**src/rtl/dag_pkg.sv**
```systemverilog
// Shared types, widths and helpers for the distance attenuated gain block.
// No dependencies; every other file in rtl imports this package.
`timescale 1ns / 1ps
package dag_pkg;

    localparam int POSITION_BITS  = 24;
    localparam int GAIN_FRAC_BITS = 15;
    localparam int GAIN_BITS      = GAIN_FRAC_BITS + 1;
    localparam int ROOT_BITS      = POSITION_BITS + 1;
    localparam int RAD_BITS       = 2 * ROOT_BITS;
    localparam int SQ_BITS        = 2 * POSITION_BITS;
    localparam int CFG_DATA_BITS  = (POSITION_BITS > GAIN_BITS) ? POSITION_BITS : GAIN_BITS;
    localparam int CFG_IDX_BITS   = 3;
    localparam int TAG_BITS       = 16;
    localparam int STATE_BITS     = 2;

    localparam logic [GAIN_BITS-1:0] GAIN_ONE = {1'b1, {GAIN_FRAC_BITS{1'b0}}};
    localparam logic [STATE_BITS-1:0] STATE_PLAYING = 2'd1;

    typedef enum logic [CFG_IDX_BITS-1:0] {
        CFG_MASTER_VOLUME,
        CFG_LISTENER_X,
        CFG_LISTENER_Y,
        CFG_LISTENER_Z,
        CFG_MAX_DISTANCE
    } t_cfg_idx;

    typedef enum logic [1:0] {
        ATT_ONE,
        ATT_ZERO,
        ATT_DIV
    } t_att_mode;

    typedef struct packed {
        logic [TAG_BITS-1:0]             source_tag;
        logic [STATE_BITS-1:0]           source_state;
        logic [GAIN_BITS-1:0]            source_volume;
        logic signed [POSITION_BITS-1:0] source_x;
        logic signed [POSITION_BITS-1:0] source_y;
        logic signed [POSITION_BITS-1:0] source_z;
    } t_in;

    typedef struct packed {
        logic [TAG_BITS-1:0]  result_tag;
        logic [GAIN_BITS-1:0] gain;
    } t_out;

    // Data that rides alongside the arithmetic through the long units.
    typedef struct packed {
        logic [TAG_BITS-1:0]  tag;
        logic                 playing;
        logic [GAIN_BITS-1:0] vol;
        t_att_mode            mode;
    } t_side;

    function automatic logic [POSITION_BITS-1:0] abs_diff(
        input logic [POSITION_BITS-1:0] a,
        input logic [POSITION_BITS-1:0] b
    );
        logic [POSITION_BITS:0] d;
        logic [POSITION_BITS:0] nd;
        d  = {a[POSITION_BITS-1], a} - {b[POSITION_BITS-1], b};
        nd = -d;
        return d[POSITION_BITS] ? nd[POSITION_BITS-1:0] : d[POSITION_BITS-1:0];
    endfunction

    function automatic logic [GAIN_BITS-1:0] clamp_gain(input logic [GAIN_BITS-1:0] v);
        return (v > GAIN_ONE) ? GAIN_ONE : v;
    endfunction

endpackage

```
**src/rtl/dag_div.sv**
```systemverilog
// Pipelined restoring divider giving the attenuation fraction, one bit per stage.
// Depends on dag_pkg.
`timescale 1ns / 1ps
module dag_div (
    input  logic                               i_clk,
    input  logic                               i_rst_n,
    input  logic                               i_en,
    input  logic                               i_valid,
    input  logic [dag_pkg::POSITION_BITS-1:0]  i_num,
    input  logic [dag_pkg::POSITION_BITS-1:0]  i_den,
    input  dag_pkg::t_side                     i_side,
    output logic                               o_valid,
    output logic [dag_pkg::GAIN_FRAC_BITS-1:0] o_quo,
    output dag_pkg::t_side                     o_side
);
    import dag_pkg::*;

    localparam int F = GAIN_FRAC_BITS;

    logic                   r_v    [0:F];
    logic [POSITION_BITS:0] r_rem  [0:F];
    logic [F-1:0]           r_q    [0:F];
    t_side                  r_side [0:F];

    always_comb begin
        r_v[0]    = i_valid;
        r_rem[0]  = {1'b0, i_num};
        r_q[0]    = '0;
        r_side[0] = i_side;
    end

    for (genvar k = 0; k < F; k++) begin : g_stage
        logic [POSITION_BITS:0] n_sh;
        assign n_sh = {r_rem[k][POSITION_BITS-1:0], 1'b0};
        always_ff @(posedge i_clk) begin
            if (!i_rst_n) begin
                r_v[k+1] <= 1'b0;
            end else if (i_en) begin
                r_v[k+1] <= r_v[k];
            end
            if (i_en) begin
                r_side[k+1] <= r_side[k];
                if (n_sh >= {1'b0, i_den}) begin
                    r_rem[k+1] <= n_sh - {1'b0, i_den};
                    r_q[k+1]   <= {r_q[k][F-2:0], 1'b1};
                end else begin
                    r_rem[k+1] <= n_sh;
                    r_q[k+1]   <= {r_q[k][F-2:0], 1'b0};
                end
            end
        end
    end

    assign o_valid = r_v[F];
    assign o_quo   = r_q[F];
    assign o_side  = r_side[F];
endmodule

```
**config.mk**
```make
export PLATFORM = sky130hd
export DESIGN_NAME = dag_div
export DESIGN_NICKNAME = d
export VERILOG_FILES = /design/src/rtl/dag_pkg.sv /design/src/rtl/dag_div.sv
export SDC_FILE = /design/constraint.sdc
export NUM_CORES = 2
export LEC_CHECK = 0
export BUFFER_PORTS_ARGS = -buffer_cell sky130_fd_sc_hd__buf_2
export CELL_PAD_IN_SITES_DETAIL_PLACEMENT = 1
export CELL_PAD_IN_SITES_GLOBAL_PLACEMENT = 1
export CORE_ASPECT_RATIO = 0.5
export CORE_MARGIN = 5
export CORE_UTILIZATION = 40
export DETAILED_ROUTE_END_ITERATION = 8
export PLACE_DENSITY_LB_ADDON = 0.2
export REMOVE_ABC_BUFFERS = 1
export SLEW_MARGIN = 20
export SYNTH_ARGS = -nofsm -noshare
export SYNTH_HDL_FRONTEND = slang
export SYNTH_SLANG_ARGS = --single-unit
export TNS_END_PERCENT = 30
```
**constraint.sdc**
```tcl
create_clock -name i_clk -period 4.8 [get_ports i_clk]
set_input_delay 0 -clock i_clk [delete_from_list [all_inputs] [get_ports i_clk]]
set_output_delay 0 -clock i_clk [all_outputs]
set_load 0.01 [all_outputs]
```
---- Yosys cells after proc, flatten, opt, wreduce, memory -nomap -nowiden ----
Index checks and enable logic that the tools add are counted.
storage, ports and cells
  register bits ........................... 996
  input bits .............................. 87
  output and inout bits ................... 51
operators by class
  add/subtract/negate cells ............... 14
  magnitude comparators ................... 15
  mux-type cells .......................... 29
operator list
  operator                        count
  >= comparator 25 x 24 -> 1 bit  15
  two-way mux 24 bit              14
  subtractor 24 bit               14
  two-way mux 1 bit               15

---- Longest topological paths before layout ----
  depth after elaboration ................. 2
  mapped depth ............................ 14

---- Worst setup path before layout ----
No wires, ideal clock.
  path type ............................... reg-to-reg
  from .................................... reg r_rem (netlist bit g_stage[8].n_sh[1])
  to ...................................... reg r_rem (netlist bit g_stage[9].n_sh[10]) (data pin)
  library setup time ...................... 0.260 ns
  arrival ................................. 3.240 ns
  required time ........................... 4.540 ns
  setup slack ............................. 1.300 ns
  cell stages (with the launch flop) ...... 12
  buffers on the path ..................... 1
  period minus slack after synthesis ...... 3.500 ns
  cell sequence ........................... edfxtp_1 -> ha_1 -> nor2b_1 -> o31a_1 -> o31ai_1 -> a31oi_1 -> o41ai_2 -> o31ai_2 -> o2111a_1 -> a2111oi_4 -> buf_6 -> mux2_2
between the ends
  longest elaborated chain between the ends .. 2
  elaborated cells between the ends (all ways) .. 3
  classes of those cells .................. add/sub: 1; order compare: 1; mux: 1
ends and longest elaborated chain
  what                                                                        line                          RTL
  start, declared                                                             dag_div.sv:21                 logic [POSITION_BITS:0] r_rem [0:F];
  start signal, assigned by index                                             dag_div.sv:44                 r_rem[k+1] <= n_sh - {1'b0, i_den};
  start signal, assigned by index                                             dag_div.sv:47                 r_rem[k+1] <= n_sh;
  subtractor 24 bit / >= comparator 25 x 24 -> 1 bit (equally long branches)  dag_div.sv:44, dag_div.sv:43
  two-way mux 24 bit (*)                                                      dag_div.sv:43                 if (n_sh >= {1'b0, i_den}) begin
Mark *: on every way between the ends. The rest lies on a longest branch, timed or not.
A chain may end at the register's enable or synchronous reset.

---- Final worst setup path ----
  from .................................... reg r_rem (netlist bit g_stage[13].n_sh[1])
  to ...................................... reg r_rem (netlist bit g_stage[14].n_sh[6]) (data pin)
The elaborated chain is that of the path after synthesis.

==> flow_summary.yaml <==
clock_tree:
  clock_tree.root_cell: "clkbuf_16"
  clk_pin_slew_ps: 80
  post_cts_resized: 0
  cts_num_sinks: 996
  cts_tree: "yes"
  clk_path_buf_depth: 3
  clock_latency_ps: 720
  cts_buffers: 93
  cts_htree_levels: 3
synth:
  synth-simple-area-share_pct: 8.26
  synth-xor-area-share_pct: 4.44
  yosysTopAreaCell: "edfxtp_1"
  ys_types: 83
  syn_area_mm2: 0.0509
  synthAdderAreaFrac_pct: 9.38
  synth_top_family_by_area: "compound AO/OA/AOI/OAI gates"
  synth_top_area_share_pct: 57.9
  synthArstFlopShare_pct: 0
  ys_ff_latch: 996
  yosys-mux-area-fraction_pct: 4.70
  post_synth_inst_count: 3929
  synthTopCellsByArea: "edfxtp_1, ha_1, mux2_2"
  ys.flop_type: "edfxtp_1"
  ys_warn_count: 0
  synth_edf_count: 981
  syn_avg_cell_area_um2: 12.9
  synth_compound_area_share_pct: 12.5
  yosysSeqAreaShare_pct: 58.5
routing:
  route.met3.wl_um: 4910
  wirelength_um: 127000
  m1WireLength_um: 57800
  ant_nets: 0
  num_vias: 32300
  wl_met2_um: 60300
  routedWlPerCell_um: 21.1
  avgViaCountPerCell: 5.38
  drtIter0Drc: 2087
  drt-pass1-iter-count: 5
  drc: 0
  routed.top_layer: "met4"
placement:
  io_buffers: 137
  place_congestion: 0.860
  dp_hpwl_um: 90200
  dp.cells: 5720
  dp_slack_ps: 660
setup_path:
  crit_path_end_kind: "flip-flop"
  worstPathArrival_ps: 4530
  startpoint: "g_stage[13].n_sh[1]"
  cp_max_fo: 23
  cp.required_ps: 5260
  r2r_start: "g_stage[13].n_sh[1]"
  cp-start-kind: "flip-flop"
  worstSetupPathType: "reg2reg"
final_layout:
  finalNonFillerCells: 5994
  fin_nets: 4681
  drive_gt1_share_pct: 14.1
  seq_area_mm2: 0.0298
  fin_util_pct: 46.1
  fill_cells: 13000
  multi_input_area_mm2: 0.0200
  syn_to_final_growth_pct: 14.5
power:
  pwr-share-comb_pct: 40.8
  leakage_uw: 0.0222
  power_switching_uw: 12700
  switching_share_pct: 34.7
  power_density_mw_per_mm2: 626
  p_seq_share_pct: 36.7
  ir_worst_vdd_v: 0.000335
  p_int_uw: 23800
  pwr-share-clk_pct: 22.5
floorplan:
  start_util_pct: 40.3
  die_h_um: 262
  dieArea_mm2: 0.135
  core_mm2: 0.126
  rows: 92
  ios: 138
  die_w_um: 514
flow_run:
  drv_cap: 0
sta:
  period_minus_slack_ps: 4060
  fin_setup_tns_ps: 0
  max_freq_mhz: 246
  fin_skew_ps: 52.5
  min_period_over_period_pct: 84.7
  slew_headroom_pct: 36.4
  rsz0062_at_grt: "false"
  slew_violations: 0
  hold_viol: 0
  setup_slack_ps: 735
  setup_viol: 0
  worst_pin_slew_ps: 954
grt:
  track_usage_pct: 18.6
  grt_max_degree: 155
  antenna_found_initial: 3
  first_global_vias: 34000
  overflow: 0
  grt_pass1_wl_um: 196000
min_path:
  hp-start: "i_side[18]"
  hold_class: "in2reg"
run_status:
  status: "complete, no violations"
==> final cells by class <==
cell class / instances / area share (%)
clock buffer: 107 / 4.23
multi-input combinational: 2696 / 34.4
inverter: 114 / 0.735
tap: 1692 / 3.64
timing repair buffer: 320 / 4.21
clock inverter: 68 / 1.64
antenna: 1 / 0.00430
sequential: 996 / 51.1
==> critical path, cell delays in order, from the launching register on <==
cell and delay, ps:
edfxtp_1 410, ha_1 320, nor2b_1 160, o31ai_2 360
a211oi_1 220, o41ai_1 540, a21oi_1 230, nor2_1 250
o211ai_1 170, a21oi_2 490, inv_1 80, buf_4 260
mux2_2 320
==> worst paths after layout <==
| kind | end | slack [ps] | cells after the start |
|---|---|---|---|
| max reg2reg | g_stage[14].n_sh[6] | 740 | 12 |
| min | r_side[508] | 90 | 2 |
| max | g_stage[14].n_sh[6] | 740 | 12 |
| min reg2reg | r_side[248] | 410 | 0 |
==> cells in the mapped netlist (66+ instances only) <==
| cell type | instances |
|---|---|
| edfxtp_1 | 981 |
| ha_1 | 359 |
| nor2b_1 | 66 |
| a21o_1 | 141 |
| nand2_1 | 252 |
| o21ai_0 | 246 |
| xor2_1 | 100 |
| inv_1 | 113 |
| mux2_2 | 189 |
| a21oi_1 | 273 |
| nor2_1 | 196 |
| xnor2_1 | 158 |
==> timing repair <==
action / 4_1_cts / 5_1_grt
setup endpoints to repair: 0 / 0
buffers inserted: 0 / 0
endpoints found under the hold margin: 128 / 0
hold buffers: 98 / 0
==> metrics by stage <==
step / hold WS [ps] / cell area (µm²) / total power [µW]
3_3_place_gp: 177 / 53800 / 27800
6_report: 92.6 / 58200 / 36500
5_1_grt: 18.6 / 58200 / 39000
3_5_place_dp: 179 / 53800 / 28300
4_1_cts: 7.57 / 58200 / 36800
2_1_floorplan: 98.9 / 50200 / 24200
==> state kept, by name (all words and copies together) (netlist names) <==
register and cells:
r_side 490, g_stage.n_sh 336, r_q 105, o_side 35, o_quo 15, r_v 14, o_valid 1
==> per-layer routing <==
metal  global-route usage (%)  vias up
li1                         -    15600
met5                        0        -
met2                     31.9      459
met3                     2.96      190
met1                     24.5    16100
met4                     5.24        0
==> placed cells by master (no fill, tap or decap), types with 19 or more instances in the layout <==
| cell | synthesis | routed |
|---|---|---|
| a211oi_1 | 30 | 30 |
| a21o_1 | 141 | 141 |
| a21oi_1 | 273 | 271 |
| a31oi_1 | 31 | 31 |
| and2_1 | 19 | 19 |
| and3_1 | 35 | 35 |
| buf_2 | 10 | 136 |
| buf_4 | 50 | 74 |
| clkbuf_16 | 0 | 94 |
| dlygate4sd3_1 | 0 | 98 |
| edfxtp_1 | 981 | 981 |
| ha_1 | 359 | 359 |
| inv_1 | 113 | 113 |
| mux2_2 | 189 | 189 |
| mux2i_1 | 26 | 26 |
| nand2_1 | 252 | 252 |
| nand2b_1 | 55 | 55 |
| nand3_1 | 51 | 51 |
| nand4_1 | 47 | 47 |
| nor2_1 | 196 | 195 |
| nor2b_1 | 66 | 66 |
| nor3_1 | 55 | 55 |
| o21a_1 | 53 | 53 |
| o21ai_0 | 246 | 246 |
| o21bai_1 | 28 | 28 |
| o31ai_1 | 26 | 26 |
| xnor2_1 | 158 | 158 |
| xor2_1 | 100 | 100 |
==> logic make-up (layout without fill, tap and decap cells) <==
group | Yosys count | count (layout)
DFF | 996 | 996
AOI/OAI and AO/OA | 992 | 992
and+or+nand+nor | 858 | 858
adders and majority gates | 373 | 373
xor gates and xnor gates | 258 | 258
buffers and inverters | 237 | 609
muxes | 215 | 215
other | 0 | 1
==> power by group through the flow <==
stage	combinational [µW]	sequential, µW	clock (µW)
floorplan	11200	13000	0
global placement	14300	13600	0
detailed placement	14700	13600	0
CTS	14900	13400	8490
global route	16600	13500	8900
finish	14900	13400	8200
(Power assumes the default switching activity.)
