`config.mk`:
```
export PLATFORM = sky130hd
export DESIGN_NAME = dag_sqrt
export DESIGN_NICKNAME = d
export VERILOG_FILES = /design/src/rtl/dag_pkg.sv /design/src/rtl/dag_sqrt.sv
export SDC_FILE = /design/constraint.sdc
export NUM_CORES = 2
export LEC_CHECK = 0
export BUFFER_PORTS_ARGS = -buffer_cell sky130_fd_sc_hd__buf_2
export CORE_ASPECT_RATIO = 0.5
export CORE_MARGIN = 2
export CORE_UTILIZATION = 63
export DETAILED_ROUTE_END_ITERATION = 8
export GPL_ROUTABILITY_DRIVEN = 0
export GPL_TIMING_DRIVEN = 0
export PLACE_DENSITY = 0.8
export SYNTH_ARGS = -nofsm -noshare
export SYNTH_HDL_FRONTEND = slang
export SYNTH_SLANG_ARGS = --single-unit
```
`constraint.sdc`:
```
create_clock -name i_clk -period 3.74 [get_ports i_clk]
set_input_delay 1.122 -clock i_clk [delete_from_list [all_inputs] [get_ports i_clk]]
set_output_delay 1.122 -clock i_clk [all_outputs]
set_load 0.01 [all_outputs]
```
`src/rtl/dag_pkg.sv`:
```
// Shared types, widths and helpers for the distance attenuated gain block.
// No dependencies; every other file in rtl imports this package.
`timescale 1ns / 1ps
package dag_pkg;

    localparam int POSITION_BITS  = 24;
    localparam int GAIN_FRAC_BITS = 15;
    localparam int GAIN_BITS      = GAIN_FRAC_BITS + 1;
    localparam int ROOT_BITS      = POSITION_BITS + 1;
    localparam int RAD_BITS       = 2 * ROOT_BITS;
    localparam int SQ_BITS        = 2 * POSITION_BITS;
    localparam int CFG_DATA_BITS  = (POSITION_BITS > GAIN_BITS) ? POSITION_BITS : GAIN_BITS;
    localparam int CFG_IDX_BITS   = 3;
    localparam int TAG_BITS       = 16;
    localparam int STATE_BITS     = 2;

    localparam logic [GAIN_BITS-1:0] GAIN_ONE = {1'b1, {GAIN_FRAC_BITS{1'b0}}};
    localparam logic [STATE_BITS-1:0] STATE_PLAYING = 2'd1;

    typedef enum logic [CFG_IDX_BITS-1:0] {
        CFG_MASTER_VOLUME,
        CFG_LISTENER_X,
        CFG_LISTENER_Y,
        CFG_LISTENER_Z,
        CFG_MAX_DISTANCE
    } t_cfg_idx;

    typedef enum logic [1:0] {
        ATT_ONE,
        ATT_ZERO,
        ATT_DIV
    } t_att_mode;

    typedef struct packed {
        logic [TAG_BITS-1:0]             source_tag;
        logic [STATE_BITS-1:0]           source_state;
        logic [GAIN_BITS-1:0]            source_volume;
        logic signed [POSITION_BITS-1:0] source_x;
        logic signed [POSITION_BITS-1:0] source_y;
        logic signed [POSITION_BITS-1:0] source_z;
    } t_in;

    typedef struct packed {
        logic [TAG_BITS-1:0]  result_tag;
        logic [GAIN_BITS-1:0] gain;
    } t_out;

    // Data that rides alongside the arithmetic through the long units.
    typedef struct packed {
        logic [TAG_BITS-1:0]  tag;
        logic                 playing;
        logic [GAIN_BITS-1:0] vol;
        t_att_mode            mode;
    } t_side;

    function automatic logic [POSITION_BITS-1:0] abs_diff(
        input logic [POSITION_BITS-1:0] a,
        input logic [POSITION_BITS-1:0] b
    );
        logic [POSITION_BITS:0] d;
        logic [POSITION_BITS:0] nd;
        d  = {a[POSITION_BITS-1], a} - {b[POSITION_BITS-1], b};
        nd = -d;
        return d[POSITION_BITS] ? nd[POSITION_BITS-1:0] : d[POSITION_BITS-1:0];
    endfunction

    function automatic logic [GAIN_BITS-1:0] clamp_gain(input logic [GAIN_BITS-1:0] v);
        return (v > GAIN_ONE) ? GAIN_ONE : v;
    endfunction

endpackage

```
`src/rtl/dag_sqrt.sv`:
```
// Pipelined floor square root, one root bit per stage.
// Depends on dag_pkg.
`timescale 1ns / 1ps
module dag_sqrt (
    input  logic                          i_clk,
    input  logic                          i_rst_n,
    input  logic                          i_en,
    input  logic                          i_valid,
    input  logic [dag_pkg::RAD_BITS-1:0]  i_rad,
    input  dag_pkg::t_side                i_side,
    output logic                          o_valid,
    output logic [dag_pkg::ROOT_BITS-1:0] o_root,
    output dag_pkg::t_side                o_side
);
    import dag_pkg::*;

    localparam int REM_W = ROOT_BITS + 3;

    logic                 r_v    [0:ROOT_BITS];
    logic [RAD_BITS-1:0]  r_n    [0:ROOT_BITS];
    logic [REM_W-1:0]     r_rem  [0:ROOT_BITS];
    logic [ROOT_BITS-1:0] r_q    [0:ROOT_BITS];
    t_side                r_side [0:ROOT_BITS];

    always_comb begin
        r_v[0]    = i_valid;
        r_n[0]    = i_rad;
        r_rem[0]  = '0;
        r_q[0]    = '0;
        r_side[0] = i_side;
    end

    for (genvar k = 0; k < ROOT_BITS; k++) begin : g_stage
        logic [REM_W-1:0] n_rem_sh;
        logic [REM_W-1:0] n_trial;
        always_comb begin
            // Bring down the next two radicand bits, try appending a one.
            n_rem_sh = {r_rem[k][REM_W-3:0], r_n[k][RAD_BITS-1:RAD_BITS-2]};
            n_trial  = {2'b00, r_q[k][ROOT_BITS-2:0], 2'b01};
        end
        always_ff @(posedge i_clk) begin
            if (!i_rst_n) begin
                r_v[k+1] <= 1'b0;
            end else if (i_en) begin
                r_v[k+1] <= r_v[k];
            end
            if (i_en) begin
                r_n[k+1]    <= {r_n[k][RAD_BITS-3:0], 2'b00};
                r_side[k+1] <= r_side[k];
                if (n_rem_sh >= n_trial) begin
                    r_rem[k+1] <= n_rem_sh - n_trial;
                    r_q[k+1]   <= {r_q[k][ROOT_BITS-2:0], 1'b1};
                end else begin
                    r_rem[k+1] <= n_rem_sh;
                    r_q[k+1]   <= {r_q[k][ROOT_BITS-2:0], 1'b0};
                end
            end
        end
    end

    assign o_valid = r_v[ROOT_BITS];
    assign o_root  = r_q[ROOT_BITS];
    assign o_side  = r_side[ROOT_BITS];
endmodule

```
# [After elaboration in Yosys (flattened, before gate mapping)]
# Cells that the tools add are included.
# Widths: inputs -> output; s select.
[classes] n_addsub=24 order_cmp=25 n_mux=49
[op_table] operator="$mux 26" count=23
[op_table] operator="$ge 28x10->1" count=1
[op_table] operator="$ge 28x11->1" count=1
[op_table] operator="$ge 28x12->1" count=1
[op_table] operator="$ge 28x13->1" count=1
[op_table] operator="$ge 28x14->1" count=1
[op_table] operator="$ge 28x15->1" count=1
[op_table] operator="$ge 28x16->1" count=1
[op_table] operator="$ge 28x17->1" count=1
[op_table] operator="$ge 28x18->1" count=1
[op_table] operator="$ge 28x19->1" count=1
[op_table] operator="$ge 28x20->1" count=1
[op_table] operator="$ge 28x21->1" count=1
[op_table] operator="$ge 28x22->1" count=1
[op_table] operator="$ge 28x23->1" count=1
[op_table] operator="$ge 28x24->1" count=1
[op_table] operator="$ge 28x25->1" count=1
[op_table] operator="$ge 28x26->1" count=1
[op_table] operator="$ge 28x3->1" count=1
[op_table] operator="$ge 28x4->1" count=1
[op_table] operator="$ge 28x5->1" count=1
[op_table] operator="$ge 28x6->1" count=1
[op_table] operator="$ge 28x7->1" count=1
[op_table] operator="$ge 28x8->1" count=1
[op_table] operator="other kinds (28)" count=52
[word_totals] register_bits=2426 input_bits=89 out_inout_bits=61 wordCells=297

# [Logic depth before layout (Yosys ltp)]
[logic_depth] word_depth=2 depth_mapped=13 ltp_nobuf=12

# [Least setup slack after synthesis]
# No wires, ideal clock.
[synth_timing] path_kind="register to register" start="reg r_rem, in the netlist g_stage[4].n_rem_sh[9]" end="reg r_rem, in the netlist g_stage[5].n_rem_sh[25] (data pin)" setup_ps=271 arrival_ps=3066 required_time_ps=3469 path_slack_ps=403 path_stages_with_launch=12 path_buffers=1 period_less_slack_ps=3337 cell_sequence="edfxtp_1 -> or3_4 -> or4_4 -> or4_4 -> nor4_2 -> nand3b_1 -> nor4_4 -> inv_2 -> buf_6 -> nand3_4 -> nor4_1 -> xor2_1"
[synth_via] elab_chain_len=2 word_cells_on_any_way=3 classes_between="add/sub: 1; order compare: 1; mux: 1"
[synth_rtl] item="from (decl)" line_no="dag_sqrt.sv:21" rtl="logic [REM_W-1:0] r_rem [0:ROOT_BITS];"
[synth_rtl] item="from (signal, indexed assignment)" line_no="dag_sqrt.sv:51" rtl="r_rem[k+1] <= n_rem_sh - n_trial;"
[synth_rtl] item="from (signal, indexed assignment)" line_no="dag_sqrt.sv:54" rtl="r_rem[k+1] <= n_rem_sh;"
[synth_rtl] item="$sub 26x6->26 or $ge 28x6->1 (tied branches)" line_no="dag_sqrt.sv:51, dag_sqrt.sv:50"
[synth_rtl] item="$mux 26 *" line_no="dag_sqrt.sv:50" rtl="if (n_rem_sh >= n_trial) begin"
# Every way passes the cells marked *; elsewhere a longest branch is shown, timed or not.
# A chain may end at the register's enable or synchronous reset.

# [Final worst setup path]
[layout_timing] start="reg r_rem, in the netlist g_stage[19].n_rem_sh[9]" end="reg r_rem, in the netlist g_stage[20].n_rem_sh[19] (data pin)"
[layout_via] elab_chain_len=2 word_cells_on_any_way=3 classes_between="add/sub: 1; order compare: 1; mux: 1"
[layout_rtl] item="$sub 26x21->26 or $ge 28x21->1 (tied branches)" line_no="dag_sqrt.sv:51, dag_sqrt.sv:50"
[layout_rtl] item="$mux 26 *" line_no="dag_sqrt.sv:50"
# Marks and branches as above.

==> run summary <==
Seq/Total Area, Yosys: 0.744
Failing checks: design-rule violations
CP Capture Type: flop
Data required, critical path: 4.26 ns
Critical setup path kind: reg -> reg
Fill count: 9307
Inst Count DP: 8505
Largest net degree at the start of global routing: 196
Status: complete, but fails checks
EDFF count, synth: 2389
Num CTS Buffers: 203
Total number of vias: 50200
Worst-path clk slew: 0.07 ns
Final ANT Viol Nets: 0
Clk_skew: 0.0656 ns
Syn avg cell area: 15.5 µm²
CTS Buffer Depth: 4
PwrDens: 589 nW/µm²
Vias/cell: 5.65
Total GRT Usage: 0.187
First-pass GRT wire length: 242000 µm
Final #Nets: 7103
Worst slack at placement: -1.21 ns
Final hold vios: 0
Die width: 559 µm
Cts hold-fix bufs: 0
First-pass DRT Iterations: 9
Residual DRC count: 1
Hold depth: 0
Share of the synthesized area in the top cell type: 0.739
Mapped Cells: 6283
Layout area overhead: 10.9%
Setup WS post-layout: 0.0738 ns
Fin cells: 8880
Max-Cap Viols: 0
Yosys top cell by area: edfxtp_1
Worst vdd ir: 0.438 mV
Routed WL: 151000 µm
Max_slew headroom: 0.200
CP peak stage delay: 0.46 ns
Seq cells post-synth: 2414
Core area: 152000 µm²
Die area: 157000 µm²
WL/cell: 17.0 µm
CTS tree: built
Clk sink count: 2414
Post-synth ARST share: 0
Final worst path period need: 3.67 ns
Die Height: 282 µm
Vias in the first global route: 49900
Setup violators final: 0
Initial core utilization: 0.637
Detailed Route Iter0 Violations: 4702
Least-Margin Pin Slew: 1.18 ns
CTS root buffer: clkbuf_16
Clk_lat worst skew: 0.82 ns
Antenna diodes: 0
Reg2reg path depth: 10
YS warnings: 0
Yosys cell types: 83
Row count: 101
Hold WC Path Type: reg -> reg
CP Launch Type: flop
CP dominant cell by count: o21ai_0
Peak Freq: 273 MHz
CP Data Arrival Time: 4.19 ns
# H-tree levels: 4
IO buf count: 149
Setup TNS: 0 ns
Tcrit/Tclk final: 0.980
Ports: 150
Share of layout cells above drive strength 1: 0.0941
Total grt overflow: 0
Post-Syn Nets: 6724
Ranking of synthesized cells by area: edfxtp_1 (74%), ha_1 (4.5%), xnor2_1 (2.3%)
Critical Path Fanout Max: 10
Max Transition Viols Final: 0
DPL Wire Length: 96300 µm
Leakage: 40.1 nW
Prevailing post-synth register cell: edfxtp_1
Mapped Area: 97100 µm²
Crit-path cells: ha_1 > a211oi_1 > o21ai_0 > a221oi_2 > o21ai_1 > o21ai_0 > and4_1 > clkbuf_2 > inv_1 > mux2_2
Initial antenna violation count: 0
Util after Layout: 0.706
RSZ-0062 raised after global routing: yes
Slowest CP cell: a221oi_2
-- report_power, final --
part	switching (mW)	internal, mW	leakage [nW]
Clock	9.12	11.5	3.16
Combinational	4.93	3.57	13.7
Sequential	1.30	33.0	23.3
-- cell usage in the layout (no fill, tap or decap), types with 153 or more instances in the layout --
| cell type | n |
|---|---|
| inv_1 | 440 |
| edfxtp_1 | 2389 |
| buf_2 | 153 |
| nand2_1 | 363 |
| clkbuf_16 | 206 |
| a21oi_1 | 336 |
| xnor2_1 | 251 |
| o21ai_0 | 277 |
| xor2_1 | 224 |
| ha_1 | 352 |
| nor2_1 | 327 |
-- metrics by stage --
| stage | hold WS [ns] | power (mW) | cell area, µm² |
|---|---|---|---|
| finish | 0.368 | 63.4 | 108000 |
| global route | 0.378 | 66.2 | 108000 |
| CTS | 0.369 | 63.8 | 107000 |
| detailed placement | 0.405 | 43.0 | 101000 |
| global placement | 0.400 | 44.2 | 100000 |
| floorplan | 0.400 | 40.4 | 97100 |
-- state kept, by name (all words and copies together), names as in the netlist --
register,flops
o_root,25
o_side,35
g_stage.n_trial,300
g_stage.n_rem_sh,637
r_side,840
r_n,552
r_v,24
o_valid,1
-- metal layers --
layer | track usage | vias to the layer above | part of all wire
li1 | - | 24200 | -
met1 | 0.220 | 23900 | 0.40
met2 | 0.336 | 1600 | 0.51
met3 | 0.0320 | 498 | 0.046
met4 | 0.0916 | 0 | 0.046
met5 | 0 | - | 0
-- cell usage after synthesis, drive strengths merged, types with 14 or more instances --
master  count
nand4      50
a21oi     337
o21ai     280
clkbuf     83
or2        19
xnor2     251
nor2      327
o21bai     22
buf        45
nand3      79
or3        57
nand2b     65
nor3      131
o21a       70
o31ai      28
nand3b     21
mux2i      32
dfxtp      25
or4        29
inv       441
nor4       75
a31oi      17
mux2       61
a21o      117
edfxtp   2389
nand2     363
and2       14
xor2      224
nor2b      74
ha        352
a211oi     27
-- kinds of logic after synthesis --
logic type	count (synthesis)	share of synthesized area
compound gates	1018	0.0643
xor+xnor	475	0.0429
fa+ha+maj	352	0.0454
buf+inv	570	0.0235
flops	2414	0.744
mux	93	0.0104
other cells	1	0.0000386
simple gates	1360	0.0694
-- worst max-delay path, delay by kind of cell (launching register included) --
family	cells	cell delay (ns)
AO/OA/AOI/OAI	5	1.51
adder cells (fa/ha/maj)	1	0.42
buffers and inverters	2	0.46
flip-flops	1	0.42
multiplexers	1	0.30
AND/OR/NAND/NOR	1	0.26
-- worst paths after layout --
check	startpoint	end	slack [ns]
worst max-delay path	g_stage[19].n_rem_sh[9]$_DFFE_PP_	g_stage[20].n_rem_sh[19]$_DFFE_PP_	0.07
worst min-delay path	r_side[476]$_DFFE_PP_	r_side[441]$_DFFE_PP_	0.37
worst max register to register	g_stage[19].n_rem_sh[9]$_DFFE_PP_	g_stage[20].n_rem_sh[19]$_DFFE_PP_	0.07
worst min register to register	r_side[476]$_DFFE_PP_	r_side[441]$_DFFE_PP_	0.37
-- layout make-up --
class                           count  area [µm²]  area share
Buffer                            128         651     0.00605
Clock buffer                      252        5380      0.0499
Clock inverter                    111        1100      0.0102
Inverter                          442        1660      0.0155
Multi-Input combinational cell   3299       22700       0.211
Sequential cell                  2414       72200       0.671
Tap cell                         2060        2580      0.0240
Timing Repair Buffer              174        1320      0.0123
-- repair_timing --
action                     4_1_cts  5_1_grt
buffers inserted                 2        5
pin swaps                        3        4
cloned                           3        2
gates resized for setup         26       34
setup endpoints to repair      507      428
Note: power is estimated with default switching activity, not from simulation.
